### config.mk
export PLATFORM = sky130hd
export DESIGN_NAME = i2c_bit_level_master
export DESIGN_NICKNAME = d
export VERILOG_FILES = /design/src/hdl/i2cbm_pkg.sv /design/src/hdl/i2c_bit_level_master.sv /design/src/hdl/i2cbm_core.sv
export SDC_FILE = /design/constraint.sdc
export NUM_CORES = 1
export LEC_CHECK = 0
export ABC_CLOCK_PERIOD_IN_PS = 11500
export BUFFER_PORTS_ARGS = -buffer_cell sky130_fd_sc_hd__buf_2
export CORE_MARGIN = 4
export CORE_UTILIZATION = 35
export CTS_BUF_LIST = sky130_fd_sc_hd__clkbuf_2 sky130_fd_sc_hd__clkbuf_4 sky130_fd_sc_hd__clkbuf_8
export CTS_CLUSTER_DIAMETER = 80
export CTS_CLUSTER_SIZE = 8
export DETAILED_ROUTE_END_ITERATION = 8
export SYNTH_ARGS = -nofsm -noshare
export SYNTH_HDL_FRONTEND = slang
export SYNTH_SLANG_ARGS = --single-unit
### constraint.sdc
create_clock -name clk_i -period 11.5 [get_ports clk_i]
set_clock_uncertainty 0.2 [all_clocks]
set_input_delay 0.575 -clock clk_i [delete_from_list [all_inputs] [get_ports clk_i]]
set_output_delay 0.575 -clock clk_i [all_outputs]
set_load 0.02 [all_outputs]
### src/hdl/i2cbm_pkg.sv
`timescale 1ns / 1ps
`default_nettype none
package i2cbm_pkg;

  localparam logic [2:0] MODE_START    = 3'd0;
  localparam logic [2:0] MODE_STOP     = 3'd1;
  localparam logic [2:0] MODE_WRITE    = 3'd2;
  localparam logic [2:0] MODE_READ     = 3'd3;
  localparam logic [2:0] MODE_WAIT_ACK = 3'd4;

  localparam logic CFG_ACK_TIMEOUT = 1'b0;
  localparam logic CFG_PHASE_TICKS = 1'b1;

  localparam logic [7:0] ACK_TIMEOUT_RST = 8'd100;
  localparam logic [7:0] PHASE_TICKS_RST = 8'd1;
  localparam logic [3:0] LAST_BIT        = 4'd7;

  typedef enum logic [15:0] {
    ST_IDLE = 16'h0001,
    ST_ST_A = 16'h0002,
    ST_ST_B = 16'h0004,
    ST_ST_C = 16'h0008,
    ST_SP_A = 16'h0010,
    ST_SP_B = 16'h0020,
    ST_SP_C = 16'h0040,
    ST_WR_D = 16'h0080,
    ST_WR_H = 16'h0100,
    ST_WR_L = 16'h0200,
    ST_RD_L = 16'h0400,
    ST_RD_H = 16'h0800,
    ST_AK_D = 16'h1000,
    ST_AK_H = 16'h2000,
    ST_WA_H = 16'h4000,
    ST_WA_P = 16'h8000
  } step_e;

  typedef struct packed {
    logic       command_valid;
    logic [2:0] mode;
    logic [7:0] write_data;
    logic       send_ack;
    logic       sda_in;
  } item_t;

  typedef struct packed {
    logic       scl_out;
    logic       sda_out;
    logic       busy_res;
    logic       done_res;
    logic [7:0] read_data;
    logic       ack_missing;
  } res_t;

endpackage
`default_nettype wire

### src/hdl/i2c_bit_level_master.sv
// i2c bit level master: one input item per timebase tick, one result item per input item.
// input stream: tuser carries the command flag and mode, tdata the write byte,
// the ack choice for reads and the sampled sda level of the tick.
// output stream: scl and sda levels after the tick, busy, done, last read byte
// and the missing-acknowledge flag.
// config port: index 0 ack_timeout, index 1 phase_ticks, written while idle.
// path: an accepted item passes one input register and then one result register.
// throughput: one item every cycle while the receiver takes results; the sequencer step
// between the two registers is a single pass, so no tick waits on the step of the previous one.
// reset: lines released high, sequencer idle, ack_timeout 100, phase_ticks 1,
// both stages empty.
// when the receiver stalls the result register holds and the input register
// fills; tready drops only when both are full and goes high again in the cycle
// the result is taken.
`timescale 1ns / 1ps
`default_nettype none
module i2c_bit_level_master (
  input  wire logic        clk_i,
  input  wire logic        rst_ni,
  input  wire logic        s_axis_tvalid,
  output logic             s_axis_tready,
  // write_data[7:0], send_ack[8], sda_in[9], zero fill
  input  wire logic [15:0] s_axis_tdata,
  // command_valid[0], mode[3:1]
  input  wire logic [3:0]  s_axis_tuser,
  output logic             m_axis_tvalid,
  input  wire logic        m_axis_tready,
  // scl_out[0], sda_out[1], busy_res[2], done_res[3], read_data[11:4],
  // ack_missing[12], zero fill
  output logic [15:0]      m_axis_tdata,
  input  wire logic        cfg_we_i,
  input  wire logic        cfg_idx_i,
  input  wire logic [7:0]  cfg_data_i
);
  import i2cbm_pkg::*;

  item_t      in_q;
  logic       in_valid_q;
  res_t       out_q;
  logic       out_valid_q;
  res_t       res;
  logic       step_en;
  logic [7:0] ack_timeout_q;
  logic [7:0] phase_ticks_q;

  assign step_en       = in_valid_q && (!out_valid_q || m_axis_tready);
  assign s_axis_tready = !in_valid_q || step_en;

  i2cbm_core u_core (
    .clk_i         (clk_i),
    .rst_ni        (rst_ni),
    .en_i          (step_en),
    .item_i        (in_q),
    .ack_timeout_i (ack_timeout_q),
    .phase_ticks_i (phase_ticks_q),
    .res_o         (res)
  );

  always_ff @(posedge clk_i or negedge rst_ni) begin
    if (!rst_ni) begin
      ack_timeout_q <= ACK_TIMEOUT_RST;
      phase_ticks_q <= PHASE_TICKS_RST;
    end else if (cfg_we_i) begin
      unique case (cfg_idx_i)
        CFG_ACK_TIMEOUT: ack_timeout_q <= cfg_data_i;
        CFG_PHASE_TICKS: phase_ticks_q <= cfg_data_i;
        default: ;
      endcase
    end
  end

  always_ff @(posedge clk_i or negedge rst_ni) begin
    if (!rst_ni) begin
      in_valid_q  <= 1'b0;
      out_valid_q <= 1'b0;
    end else begin
      if (s_axis_tvalid && s_axis_tready) begin
        in_valid_q <= 1'b1;
      end else if (step_en) begin
        in_valid_q <= 1'b0;
      end
      if (step_en) begin
        out_valid_q <= 1'b1;
      end else if (m_axis_tready) begin
        out_valid_q <= 1'b0;
      end
    end
  end

  always_ff @(posedge clk_i) begin
    if (s_axis_tvalid && s_axis_tready) begin
      in_q.command_valid <= s_axis_tuser[0];
      in_q.mode          <= s_axis_tuser[3:1];
      in_q.write_data    <= s_axis_tdata[7:0];
      in_q.send_ack      <= s_axis_tdata[8];
      in_q.sda_in        <= s_axis_tdata[9];
    end
    if (step_en) begin
      out_q <= res;
    end
  end

  assign m_axis_tvalid = out_valid_q;
  assign m_axis_tdata  = {3'b000, out_q.ack_missing, out_q.read_data, out_q.done_res,
                          out_q.busy_res, out_q.sda_out, out_q.scl_out};

  a_done_not_busy: assert property (@(posedge clk_i) disable iff (!rst_ni)
    m_axis_tvalid && m_axis_tdata[3] |-> !m_axis_tdata[2])
    else $error("done result still reports busy");

  a_ready_low_full: assert property (@(posedge clk_i) disable iff (!rst_ni)
    !s_axis_tready |-> in_valid_q && out_valid_q && !m_axis_tready)
    else $error("input stalled without a full pipeline");

  a_stall_holds_item: assert property (@(posedge clk_i) disable iff (!rst_ni)
    in_valid_q && !step_en |=> in_valid_q && $stable(in_q))
    else $error("stalled input item lost");

endmodule
`default_nettype wire

### src/hdl/i2cbm_core.sv
`timescale 1ns / 1ps
`default_nettype none
module i2cbm_core (
  input  wire logic            clk_i,
  input  wire logic            rst_ni,
  input  wire logic            en_i,
  input  wire i2cbm_pkg::item_t item_i,
  input  wire logic [7:0]      ack_timeout_i,
  input  wire logic [7:0]      phase_ticks_i,
  output i2cbm_pkg::res_t      res_o
);
  import i2cbm_pkg::*;

  typedef struct packed {
    step_e      step;
    logic [3:0] bits;
    logic [7:0] shift;
    logic [7:0] poll;
    logic [7:0] phase;
    logic       clk_lvl;
    logic       dat_lvl;
    logic       ack_failed;
    logic       pend_ack;
    logic [7:0] last_read;
  } seq_t;

  seq_t seq_q, seq_d;
  logic done;
  logic [7:0] pt;

  function automatic seq_t enter(seq_t s, step_e n, logic sda);
    seq_t r;
    r = s;
    r.step = n;
    r.phase = '0;
    unique case (n)
      ST_ST_A: r.dat_lvl = 1'b1;
      ST_ST_B: r.clk_lvl = 1'b1;
      ST_ST_C: r.dat_lvl = 1'b0;
      ST_SP_A: r.dat_lvl = 1'b0;
      ST_SP_B: r.clk_lvl = 1'b1;
      ST_SP_C: r.dat_lvl = 1'b1;
      ST_WR_D: begin
        r.clk_lvl = 1'b0;
        r.dat_lvl = s.shift[7];
        r.shift   = {s.shift[6:0], 1'b0};
      end
      ST_WR_H: r.clk_lvl = 1'b1;
      ST_WR_L: r.clk_lvl = 1'b0;
      ST_RD_L: r.clk_lvl = 1'b0;
      ST_RD_H: begin
        r.clk_lvl = 1'b1;
        r.shift   = {s.shift[6:0], sda};
      end
      ST_AK_D: begin
        r.last_read = s.shift;
        r.clk_lvl   = 1'b0;
        r.dat_lvl   = ~s.pend_ack;
      end
      ST_AK_H: r.clk_lvl = 1'b1;
      ST_WA_H: begin
        r.dat_lvl = 1'b1;
        r.clk_lvl = 1'b1;
      end
      default: ;
    endcase
    return r;
  endfunction

  function automatic seq_t advance(seq_t s, logic sda);
    seq_t r;
    r = s;
    unique case (s.step)
      ST_ST_A: r = enter(s, ST_ST_B, sda);
      ST_ST_B: r = enter(s, ST_ST_C, sda);
      ST_ST_C: begin
        r.bits = LAST_BIT;
        r = enter(r, ST_WR_L, sda);
      end
      ST_SP_A: r = enter(s, ST_SP_B, sda);
      ST_SP_B: r = enter(s, ST_SP_C, sda);
      ST_WR_D: r = enter(s, ST_WR_H, sda);
      ST_WR_H: r = enter(s, ST_WR_L, sda);
      ST_WR_L: begin
        r.bits = s.bits + 4'd1;
        r = enter(r, ST_WR_D, sda);
      end
      ST_RD_L: r = enter(s, ST_RD_H, sda);
      ST_RD_H: begin
        if (s.bits < LAST_BIT) begin
          r.bits = s.bits + 4'd1;
          r = enter(r, ST_RD_L, sda);
        end else begin
          r = enter(s, ST_AK_D, sda);
        end
      end
      ST_AK_D: r = enter(s, ST_AK_H, sda);
      ST_AK_H: begin
        r.bits = LAST_BIT;
        r = enter(r, ST_WR_L, sda);
      end
      ST_WA_H: r = enter(s, ST_WA_P, sda);
      default: r.step = ST_IDLE;
    endcase
    return r;
  endfunction

  always_comb begin
    pt    = (phase_ticks_i == 8'd0) ? 8'd1 : phase_ticks_i;
    done  = 1'b0;
    seq_d = seq_q;

    if (seq_d.step == ST_IDLE) begin
      if (item_i.command_valid) begin
        unique case (item_i.mode)
          MODE_START: seq_d = enter(seq_d, ST_ST_A, item_i.sda_in);
          MODE_STOP:  seq_d = enter(seq_d, ST_SP_A, item_i.sda_in);
          MODE_WRITE: begin
            seq_d.shift = item_i.write_data;
            seq_d.bits  = '0;
            seq_d = enter(seq_d, ST_WR_D, item_i.sda_in);
          end
          MODE_READ: begin
            seq_d.pend_ack = item_i.send_ack;
            seq_d.shift    = '0;
            seq_d.bits     = '0;
            seq_d.dat_lvl  = 1'b1;
            seq_d = enter(seq_d, ST_RD_L, item_i.sda_in);
          end
          MODE_WAIT_ACK: begin
            seq_d.ack_failed = 1'b0;
            seq_d.poll       = '0;
            seq_d = enter(seq_d, ST_WA_H, item_i.sda_in);
          end
          default: ;
        endcase
      end
    end else if (seq_d.step != ST_WA_P && seq_d.phase >= pt) begin
      seq_d = advance(seq_d, item_i.sda_in);
    end

    if (seq_d.step == ST_WA_P) begin
      if (!item_i.sda_in) begin
        seq_d.clk_lvl = 1'b0;
        seq_d.step    = ST_IDLE;
        done          = 1'b1;
      end else if (seq_d.poll >= ack_timeout_i) begin
        seq_d.ack_failed = 1'b1;
        seq_d = enter(seq_d, ST_SP_A, item_i.sda_in);
      end else begin
        seq_d.poll = seq_d.poll + 8'd1;
      end
    end

    if (seq_d.step != ST_IDLE && seq_d.step != ST_WA_P) begin
      seq_d.phase = seq_d.phase + 8'd1;
      if (seq_d.phase >= pt && (seq_d.step == ST_SP_C ||
          (seq_d.step == ST_WR_L && seq_d.bits >= LAST_BIT))) begin
        seq_d.step  = ST_IDLE;
        seq_d.phase = '0;
        done        = 1'b1;
      end
    end

    res_o.scl_out     = seq_d.clk_lvl;
    res_o.sda_out     = seq_d.dat_lvl;
    res_o.busy_res    = (seq_d.step != ST_IDLE);
    res_o.done_res    = done;
    res_o.read_data   = seq_d.last_read;
    res_o.ack_missing = seq_d.ack_failed;
  end

  always_ff @(posedge clk_i or negedge rst_ni) begin
    if (!rst_ni) begin
      seq_q.step       <= ST_IDLE;
      seq_q.bits       <= '0;
      seq_q.shift      <= '0;
      seq_q.poll       <= '0;
      seq_q.phase      <= '0;
      seq_q.clk_lvl    <= 1'b1;
      seq_q.dat_lvl    <= 1'b1;
      seq_q.ack_failed <= 1'b0;
      seq_q.pend_ack   <= 1'b0;
      seq_q.last_read  <= '0;
    end else if (en_i) begin
      seq_q <= seq_d;
    end
  end

endmodule
`default_nettype wire

==> results.json, run 1 <==
{
  "root_buffer": "clkbuf_8",
  "synth_area_leaders": "dfrtp_1, edfxtp_1, nand2_1",
  "final-hold-violation-count": 0,
  "max_slew.worst_pin.slew_ns": 0.990,
  "ys_ff_latch": 101,
  "grt_pass1_wl_um": 25900,
  "ys_seq_area_share_pct": 42.5,
  "cp.required_ns": 11.57,
  "fin_nets": 745,
  "area.growth.synth_to_final_pct": 9.16,
  "drv_slew": 0,
  "synth.most_common_cell": "nand2_1",
  "syn_area_per_cell_um2": 9.57,
  "setup_viol": 0,
  "leakage_nw": 2.97,
  "yosysTopAreaCell": "dfrtp_1",
  "arrival_ns": 7.39,
  "cts_setup_buffers": 0,
  "post_dp_cell_area_mm2": 0.00664,
  "cts_resized": 0,
  "synthesis.area_mm2": 0.00628,
  "final_cells": 914,
  "cts_sinks": 101,
  "htree_levels": 3,
  "ys_warn_count": 0,
  "first_pass_iters": 5,
  "grt_start_max_net_pins": 75,
  "powerDensity_mw_per_mm2": 175,
  "wirelength_um": 15600,
  "dpl.hpwl_um": 11300,
  "drive_gt1_share_pct": 17.1,
  "antennaDiodeCount": 0,
  "die_area_mm2": 0.0202,
  "start_kind": "flip-flop",
  "grt_antenna_before_repair": 0,
  "fin_area_mm2": 0.00686,
  "vias": 5091,
  "start_util_pct": 36.1,
  "clk_latency_ns": 0.39,
  "synth_top_cell_area_share_pct": 26.7,
  "initialDrtViolationCount": 449,
  "critPathKind": "flip-flop to flip-flop",
  "die_w_um": 142,
  "ant_nets": 0,
  "cp-end-kind": "flip-flop",
  "portBuffers": 42,
  "synthArstFlopShare_pct": 73.3,
  "ys.flop_type": "dfrtp_1",
  "track_usage_pct": 15.8,
  "ctsHoldBuffers": 0,
  "coreArea_mm2": 0.0174,
  "io_pins": 52,
  "place.gp.congestion": 0.934,
  "grt_pass1_vias": 5022,
  "num_rows": 48,
  "syn-instance-count": 656,
  "holdWs_ns": 0.150,
  "holdCritPathClass": "primary input to async pin",
  "die_y_um": 142,
  "maxSlewHeadroom_pct": 34.0,
  "yosys-top-cells-count": "nand2_1, dfrtp_1, nor2_1, o21ai_0",
  "setup_tns_ns": 0,
  "max_freq_ghz": 0.137,
  "maxCapViolCount": 0,
  "status": "completed",
  "avgViaCountPerCell": 5.57,
  "grt_setup_unrepaired": "false",
  "period_share_pct": 63.6,
  "drc": 0,
  "wire_per_inst_um": 17.1,
  "dp_cells": 898,
  "clkTransAtPathRegs_ns": 0.11,
  "ys_types": 83,
  "synth-edff-count": 27,
  "cts_made_buffers": 9,
  "irDropWorstVdd_v": 0.000100,
  "critPathMaxFanout": 15,
  "clockBufferDepth": 2,
  "overflow": 0,
  "cts_tree": "yes",
  "period_minus_slack_ns": 7.32
}
-- cell type report --
| cell class | instances | area, um2 |
|---|---|---|
| Clock buffer | 9 | 124 |
| Clock inverter | 7 | 88.8 |
| Fill cell | 1742 | 10600 |
| Inverter | 28 | 105 |
| Multi-Input combinational cell | 498 | 3340 |
| Sequential cell | 101 | 2670 |
| Tap cell | 225 | 282 |
| Timing Repair Buffer | 46 | 243 |
-- registers in the layout, summed over array words and instances, names as in the netlist --
signal         count
in_valid_q         1
m_axis_tvalid      1
ack_timeout_q      8
in_q              14
phase_ticks_q      8
m_axis_tdata      13
u_core.seq_q      56
-- path summary, 6_finish.rpt --
check | startpoint | to | slack, ns | depth (start not counted)
max | phase_ticks_q[2]$_DFFE_PN0P_ | u_core.seq_q[53]$_DFFE_PN0P_ | 4.18 | 24
min | rst_ni | ack_timeout_q[3]$_DFFE_PN0P_ | 0.15 | 1
max reg2reg | phase_ticks_q[2]$_DFFE_PN0P_ | u_core.seq_q[53]$_DFFE_PN0P_ | 4.18 | 24
min reg2reg | u_core.seq_q[27]$_DFFE_PN0P_ | u_core.seq_q[27]$_DFFE_PN0P_ | 0.28 | 1
max in group asynchronous | rst_ni | u_core.seq_q[33]$_DFFE_PN0P_ | 10.31 | 1
min in group clk_i | s_axis_tdata[2] | in_q[4]$_DFFE_PP_ | 0.16 | 1
-- through the flow --
stage | power [mW] | utilization [%] | setup slack, ns
6_report | 1.20 | 39.4 | 4.18
3_3_place_gp | 0.942 | 38.1 | 4.44
3_5_place_dp | 0.952 | 38.1 | 4.34
2_1_floorplan | 0.837 | - | 5.68
5_1_grt | 1.28 | 39.4 | 3.80
4_1_cts | 1.20 | 39.4 | 4.28
-- report_power, final --
| part | total, mW | leakage, nW | switching, mW | internal, mW |
|---|---|---|---|---|
| registers | 0.505 | 1.21 | 0.0747 | 0.431 |
| clock network | 0.248 | 0.106 | 0.142 | 0.106 |
| logic | 0.448 | 1.65 | 0.276 | 0.172 |
| total | 1.20 | 2.97 | 0.493 | 0.709 |
-- critical path, stage by stage (launching register included) --
cell	delay, ns
dfrtp_1	0.42
nor4_1	0.32
a41o_1	0.25
ha_1	0.23
nand2b_1	0.14
a2111o_1	0.44
a311o_1	0.42
nand3_1	0.53
nand2_1	0.16
a211oi_2	0.48
nand3_2	0.24
o21ai_2	0.43
nor2_1	0.12
ha_1	0.31
nand3_1	0.12
xor2_1	0.15
nor2_1	0.08
ha_1	0.30
o21ai_0	0.08
a21oi_1	0.13
o41ai_1	0.12
nand2b_1	0.20
nor4_4	0.73
o21ai_1	0.32
a22o_1	0.31
-- placed cells by master (no fill, tap or decap), types with 10 or more instances in the layout --
master | Yosys | final
mux2_2 | 20 | 20
nand2_1 | 102 | 102
edfxtp_1 | 27 | 27
a22o_1 | 10 | 10
and2_1 | 13 | 13
dfrtp_1 | 67 | 67
nor3_1 | 11 | 11
xor2_1 | 13 | 13
nand3_1 | 21 | 21
buf_2 | 7 | 41
nand2b_1 | 14 | 14
a21oi_1 | 27 | 27
ha_1 | 27 | 27
o21ai_0 | 30 | 30
inv_1 | 27 | 27
and3_1 | 12 | 12
nor2_1 | 43 | 43
-- layer usage --
metal  GRT usage, %  up-vias  wire (um)
met5              0        -          0
met4           4.80        0        203
met3           2.65       16        945
met2           24.6      156       7000
met1           22.6     2468       7480
li1               -     2451          -
-- cells by family after synthesis --
kind of cell    share of synthesized area [%]
compound gates                           16.3
xor+xnor                                 2.51
fa+ha+maj                                5.38
buf+inv                                  4.36
flops                                    42.5
mux                                      4.42
other cells                            0.0597
simple gates                             24.4
Note: power is estimated with default switching activity, not from simulation.
==> run 2, diff against run 1 <==
ABC_CLOCK_PERIOD_IN_PS = 7470   (was 11500)
clock period = 7.47 ns   (was 11.5 ns; I/O delays follow)
==> results.json, run 2 (synthesis gave the netlist of run 1 again) <==
{
  "largest_register_ffs": 56,
  "setup_viol": 0,
  "drive_gt1_share_pct": 17.4,
  "period_minus_slack_ns": 6.95,
  "io_pins": 52,
  "cp-end-kind": "flip-flop",
  "grt_start_max_net_pins": 75,
  "ff_latch_area_mm2": 0.00267,
  "vias": 5114,
  "num_rows": 48,
  "max_slew.worst_pin.slew_ns": 0.942,
  "dpl.hpwl_um": 11500,
  "powerDensity_mw_per_mm2": 260,
  "clockBufferDepth": 2,
  "multi_input_area_mm2": 0.00334,
  "ctsHoldBuffers": 16,
  "holdWs_ns": 0.0388,
  "fin_nets": 767,
  "antennaDiodeCount": 0,
  "clk_latency_ns": 0.37,
  "holdCritPathClass": "primary input to flip-flop",
  "cts_setup_buffers": 0,
  "drv_slew": 0,
  "cp.required_ns": 7.58,
  "overflow": 0,
  "place.gp.congestion": 0.935,
  "htree_levels": 3,
  "regMostFlops": "u_core.seq_q",
  "hold_end": "ack_timeout_q[1]$_DFFE_PN0P_",
  "grt_antenna_before_repair": 0,
  "maxCapViolCount": 0,
  "critPathMaxFanout": 15,
  "root_buffer": "clkbuf_8",
  "wirelength_um": 15500,
  "grt_setup_unrepaired": "false",
  "drc": 0,
  "initialDrtViolationCount": 300,
  "track_usage_pct": 15.8,
  "arrival_ns": 7.06,
  "final_cell_mix": "nand2_1, dfrtp_1, nor2_1",
  "ff2ff_path_depth": 24,
  "layout_commonest_cell": "nand2_1",
  "critPathKind": "flip-flop to flip-flop",
  "cp_slowest_cell": "or4_1",
  "hold_start": "cfg_data_i[1]",
  "setup_tns_ns": 0,
  "cts_sinks": 101,
  "ant_nets": 0,
  "leakage_nw": 3.06,
  "cts_resized": 0,
  "start_util_pct": 36.1,
  "irDropWorstVdd_v": 0.000132,
  "period_share_pct": 93.1,
  "cts_tree": "yes",
  "maxSlewHeadroom_pct": 37.2,
  "first_pass_iters": 4,
  "cp_common_cell": "ha_1",
  "avgViaCountPerCell": 5.46,
  "timing.rr.end": "u_core.seq_q[41]$_DFFE_PN0P_",
  "path_cells": "or4_1, nor4_4, nand4_1, and2_1, ha_1, a21o_1, a21oi_1, o21ai_0, a31o_2, nand2_1, o21ai_2, nor2_1, ha_1, nand3_1, xor2_1, nor2_1, ha_1, o21ai_0, a21oi_1, o41ai_1, nand2b_1, nor4_4, or4b_1, a21bo_1",
  "n_fill_cell": 1717,
  "hold_depth": 3,
  "die_y_um": 142,
  "coreArea_mm2": 0.0174,
  "portBuffers": 42,
  "cts_made_buffers": 9,
  "rr_startpoint": "u_core.seq_q[48]$_DFFE_PN0P_",
  "start_kind": "flip-flop",
  "clkTransAtPathRegs_ns": 0.11,
  "cpPeakStageDelay_ns": 0.73,
  "wire_per_inst_um": 16.6,
  "max_freq_ghz": 0.144,
  "area.growth.synth_to_final_pct": 12.3,
  "status": "completed",
  "die_area_mm2": 0.0202,
  "grt_pass1_vias": 5106,
  "final-hold-violation-count": 0,
  "die_w_um": 142,
  "ff2ff_setup_slack_ns": 0.52,
  "grt_pass1_wl_um": 26000
}
==> run 2: changes by cell type in the layout (fill, tap and decap cells not counted), sizes merged <==
cell and change:
buf +6, bufinv -1, clkinv +3, dlygate4sd3 +16, inv -2
==> run 2: area by class of cell <==
class | count | area share, %
Clock buffer | 9 | 1.76
Clock inverter | 7 | 1.14
Inverter | 28 | 1.49
Multi-Input combinational cell | 498 | 47.4
Sequential cell | 101 | 37.9
Tap cell | 225 | 3.99
Timing Repair Buffer | 68 | 6.35
==> run 2: layer usage <==
metal | wire, um | up-vias | track usage (%)
met4 | 361 | 0 | 5.40
met3 | 785 | 20 | 2.92
met1 | 7190 | 2451 | 22.0
li1 | - | 2498 | -
met5 | 0 | - | 0
met2 | 7200 | 145 | 24.9
==> run 2: through the flow <==
step	std cells	setup slack (ns)	util, %	power, mW	instance area (um2)
CTS	936	0.544	40.5	1.84	7050
global placement	904	0.607	38.4	1.47	6690
global route	936	0.0526	40.5	1.97	7050
floorplan	658	1.65	-	1.29	6290
finish	936	0.518	40.5	1.83	7050
detailed placement	904	0.580	38.4	1.48	6690
==> run 2: how the worst max path moves through the flow <==
stage	slack (ns)	to	start
after global placement	0.61	u_core.seq_q[41]$_DFFE_PN0P_	u_core.seq_q[48]$_DFFE_PN0P_
after global routing	0.05	u_core.seq_q[41]$_DFFE_PN0P_	u_core.seq_q[48]$_DFFE_PN0P_
after detailed placement	0.58	u_core.seq_q[41]$_DFFE_PN0P_	u_core.seq_q[48]$_DFFE_PN0P_
final	0.52	u_core.seq_q[41]$_DFFE_PN0P_	u_core.seq_q[48]$_DFFE_PN0P_
after floorplan	1.65	u_core.seq_q[41]$_DFFE_PN0P_	phase_ticks_q[2]$_DFFE_PN0P_
after CTS	0.54	u_core.seq_q[41]$_DFFE_PN0P_	u_core.seq_q[48]$_DFFE_PN0P_
==> run 2: where the power goes <==
group / internal [mW] / switching (mW)
clock: 0.133 / 0.219
sequential: 0.663 / 0.0886
combinational: 0.281 / 0.447
==> run 2: worst max-delay path, delay by kind of cell, from the launching register on <==
| family | cells | cell delay, ns |
|---|---|---|
| XOR/XNOR | 1 | 0.16 |
| AND/OR/NAND/NOR | 11 | 3.42 |
| adder cells (fa/ha/maj) | 3 | 0.86 |
| flip-flops | 1 | 0.55 |
| AO/OA/AOI/OAI | 9 | 1.71 |
==> run 3, diff against run 2 <==
CORE_MARGIN = default   (was 4)
==> results.json, run 3 (synthesis gave the netlist of run 1 again) <==
{
  "die_y_um": 136,
  "setup_tns_ns": 0,
  "drive_gt1_share_pct": 17.3,
  "drc": 0,
  "coreArea_mm2": 0.0174,
  "cp-end-kind": "flip-flop",
  "clkTransAtPathRegs_ns": 0.10,
  "setup_viol": 0,
  "maxCapViolCount": 0,
  "vias": 5256,
  "cts_resized": 0,
  "io_pins": 52,
  "layout_commonest_cell": "nand2_1",
  "die_area_mm2": 0.0185,
  "first_pass_iters": 5,
  "regMostFlops": "u_core.seq_q",
  "ant_nets": 0,
  "cts_setup_buffers": 0,
  "antennaDiodeCount": 0,
  "grt_start_max_net_pins": 75,
  "holdCritPathClass": "primary input to flip-flop",
  "portBuffers": 42,
  "die_w_um": 136,
  "n_fill_cell": 1719,
  "clk_latency_ns": 0.38,
  "cp_num_buf_inv": 0,
  "leakage_nw": 3.05,
  "root_buffer": "clkbuf_8",
  "num_rows": 48,
  "ff_latch_area_mm2": 0.00267,
  "cts_sinks": 101,
  "grt_antenna_before_repair": 0,
  "dpl.hpwl_um": 11900,
  "irDropWorstVdd_v": 0.000143,
  "largest_register_ffs": 56,
  "ff2ff_path_depth": 24,
  "wire_per_inst_um": 17.1,
  "cpPeakStageDelay_ns": 0.69,
  "worstSetupPathDepth": 24,
  "grt_pass1_vias": 5220,
  "area.growth.synth_to_final_pct": 12.0,
  "start_util_pct": 36.1,
  "max_freq_ghz": 0.144,
  "avgViaCountPerCell": 5.62,
  "final-hold-violation-count": 0,
  "period_share_pct": 92.8,
  "final_cell_mix": "nand2_1, dfrtp_1, nor2_1",
  "crit_family": "compound AO/OA/AOI/OAI gates",
  "drv_slew": 0,
  "dp_slack_ns": 0.652,
  "multi_input_area_mm2": 0.00334,
  "track_usage_pct": 18.5,
  "arrival_ns": 7.00,
  "cts_tree": "yes",
  "powerDensity_mw_per_mm2": 260,
  "htree_levels": 3,
  "setup_ws_ns": 0.540,
  "overflow": 0,
  "place.gp.congestion": 0.936,
  "path_cells": "nor4_1, a41o_1, ha_1, nand2b_1, a2111o_1, a311oi_1, nor2_1, o2bb2ai_1, nor4b_4, nand3_2, o21ai_2, nor2_1, ha_1, nand3_1, xor2_1, nor2_1, ha_1, o21ai_0, a21oi_1, o41ai_1, nand2b_1, nor4_4, o21ai_1, a22o_1",
  "wirelength_um": 16000,
  "grt_setup_unrepaired": "false",
  "grt_pass1_wl_um": 26600,
  "fin_nets": 767,
  "hold_depth": 3,
  "initialDrtViolationCount": 379,
  "max_slew.worst_pin.slew_ns": 0.973,
  "critPathKind": "flip-flop to flip-flop",
  "period_minus_slack_ns": 6.93,
  "clockBufferDepth": 2,
  "maxSlewHeadroom_pct": 35.1,
  "cts_made_buffers": 9,
  "critPathMaxFanout": 15,
  "cp_slowest_cell": "nor4_4",
  "status": "completed",
  "start_kind": "flip-flop",
  "cp.required_ns": 7.54
}
## run 3: cell count changes in the layout (fill, tap and decap cells not counted)
cell,delta
clkinv_8,-2
clkinv_1,+1
clkinvlp_4,+1
## run 3: stage by stage
| stage | util (%) | power, mW | std cells | hold WS, ns | cell area (um2) |
|---|---|---|---|---|---|
| floorplan | - | 1.29 | 658 | -0.122 | 6290 |
| global placement | 38.4 | 1.46 | 904 | 0.247 | 6690 |
| detailed placement | 38.4 | 1.48 | 904 | 0.254 | 6690 |
| CTS | 40.4 | 1.83 | 936 | 0.00871 | 7030 |
| global route | 40.4 | 1.95 | 936 | 0.0218 | 7030 |
| finish | 40.4 | 1.82 | 936 | 0.0236 | 7030 |
## run 3: worst register-to-register path, delay by kind of cell, from the launching register on
family / cells / cell delay, ns
simple gates: 10 / 2.58
flops: 1 / 0.42
fa+ha+maj: 3 / 0.79
xor+xnor: 1 / 0.15
compound gates: 10 / 2.68
## run 3: area by class of cell
class | instances | area share (%)
multi-input combinational | 498 | 47.5
sequential | 101 | 38.0
timing repair buffer | 68 | 6.37
tap | 225 | 4.00
clock buffer | 9 | 1.76
inverter | 28 | 1.49
clock inverter | 7 | 0.836
## run 3: final timing paths
path	start	end	slack [ns]
min reg2reg	in_q[1]$_DFFE_PP_	u_core.seq_q[8]$_DFFE_PN0P_	0.28
min	cfg_data_i[1]	ack_timeout_q[1]$_DFFE_PN0P_	0.02
max in group asynchronous	rst_ni	u_core.seq_q[37]$_DFFE_PN0P_	5.96
min in group asynchronous	rst_ni	ack_timeout_q[4]$_DFFE_PN0P_	0.48
max reg2reg	phase_ticks_q[2]$_DFFE_PN0P_	u_core.seq_q[48]$_DFFE_PN0P_	0.54
max	phase_ticks_q[2]$_DFFE_PN0P_	u_core.seq_q[48]$_DFFE_PN0P_	0.54
## run 3: report_power, final
group	total [mW]	internal (mW)	switching [mW]
Clock	0.336	0.126	0.210
Sequential	0.756	0.664	0.0926
Combinational	0.733	0.280	0.453
Total	1.82	1.07	0.756
## run 3: what timing repair did
action	CTS	global route
setup endpoints to repair	0	0
hold buffers	16	0
endpoints found under the hold margin	82	0
## run 3: layer usage
metal / up-vias / wire, um / GRT usage (%)
met1: 2536 / 7380 / 24.5
met3: 39 / 844 / 3.54
met5: - / 0 / 0
met4: 0 / 478 / 7.47
li1: 2503 / - / -
met2: 178 / 7330 / 29.4
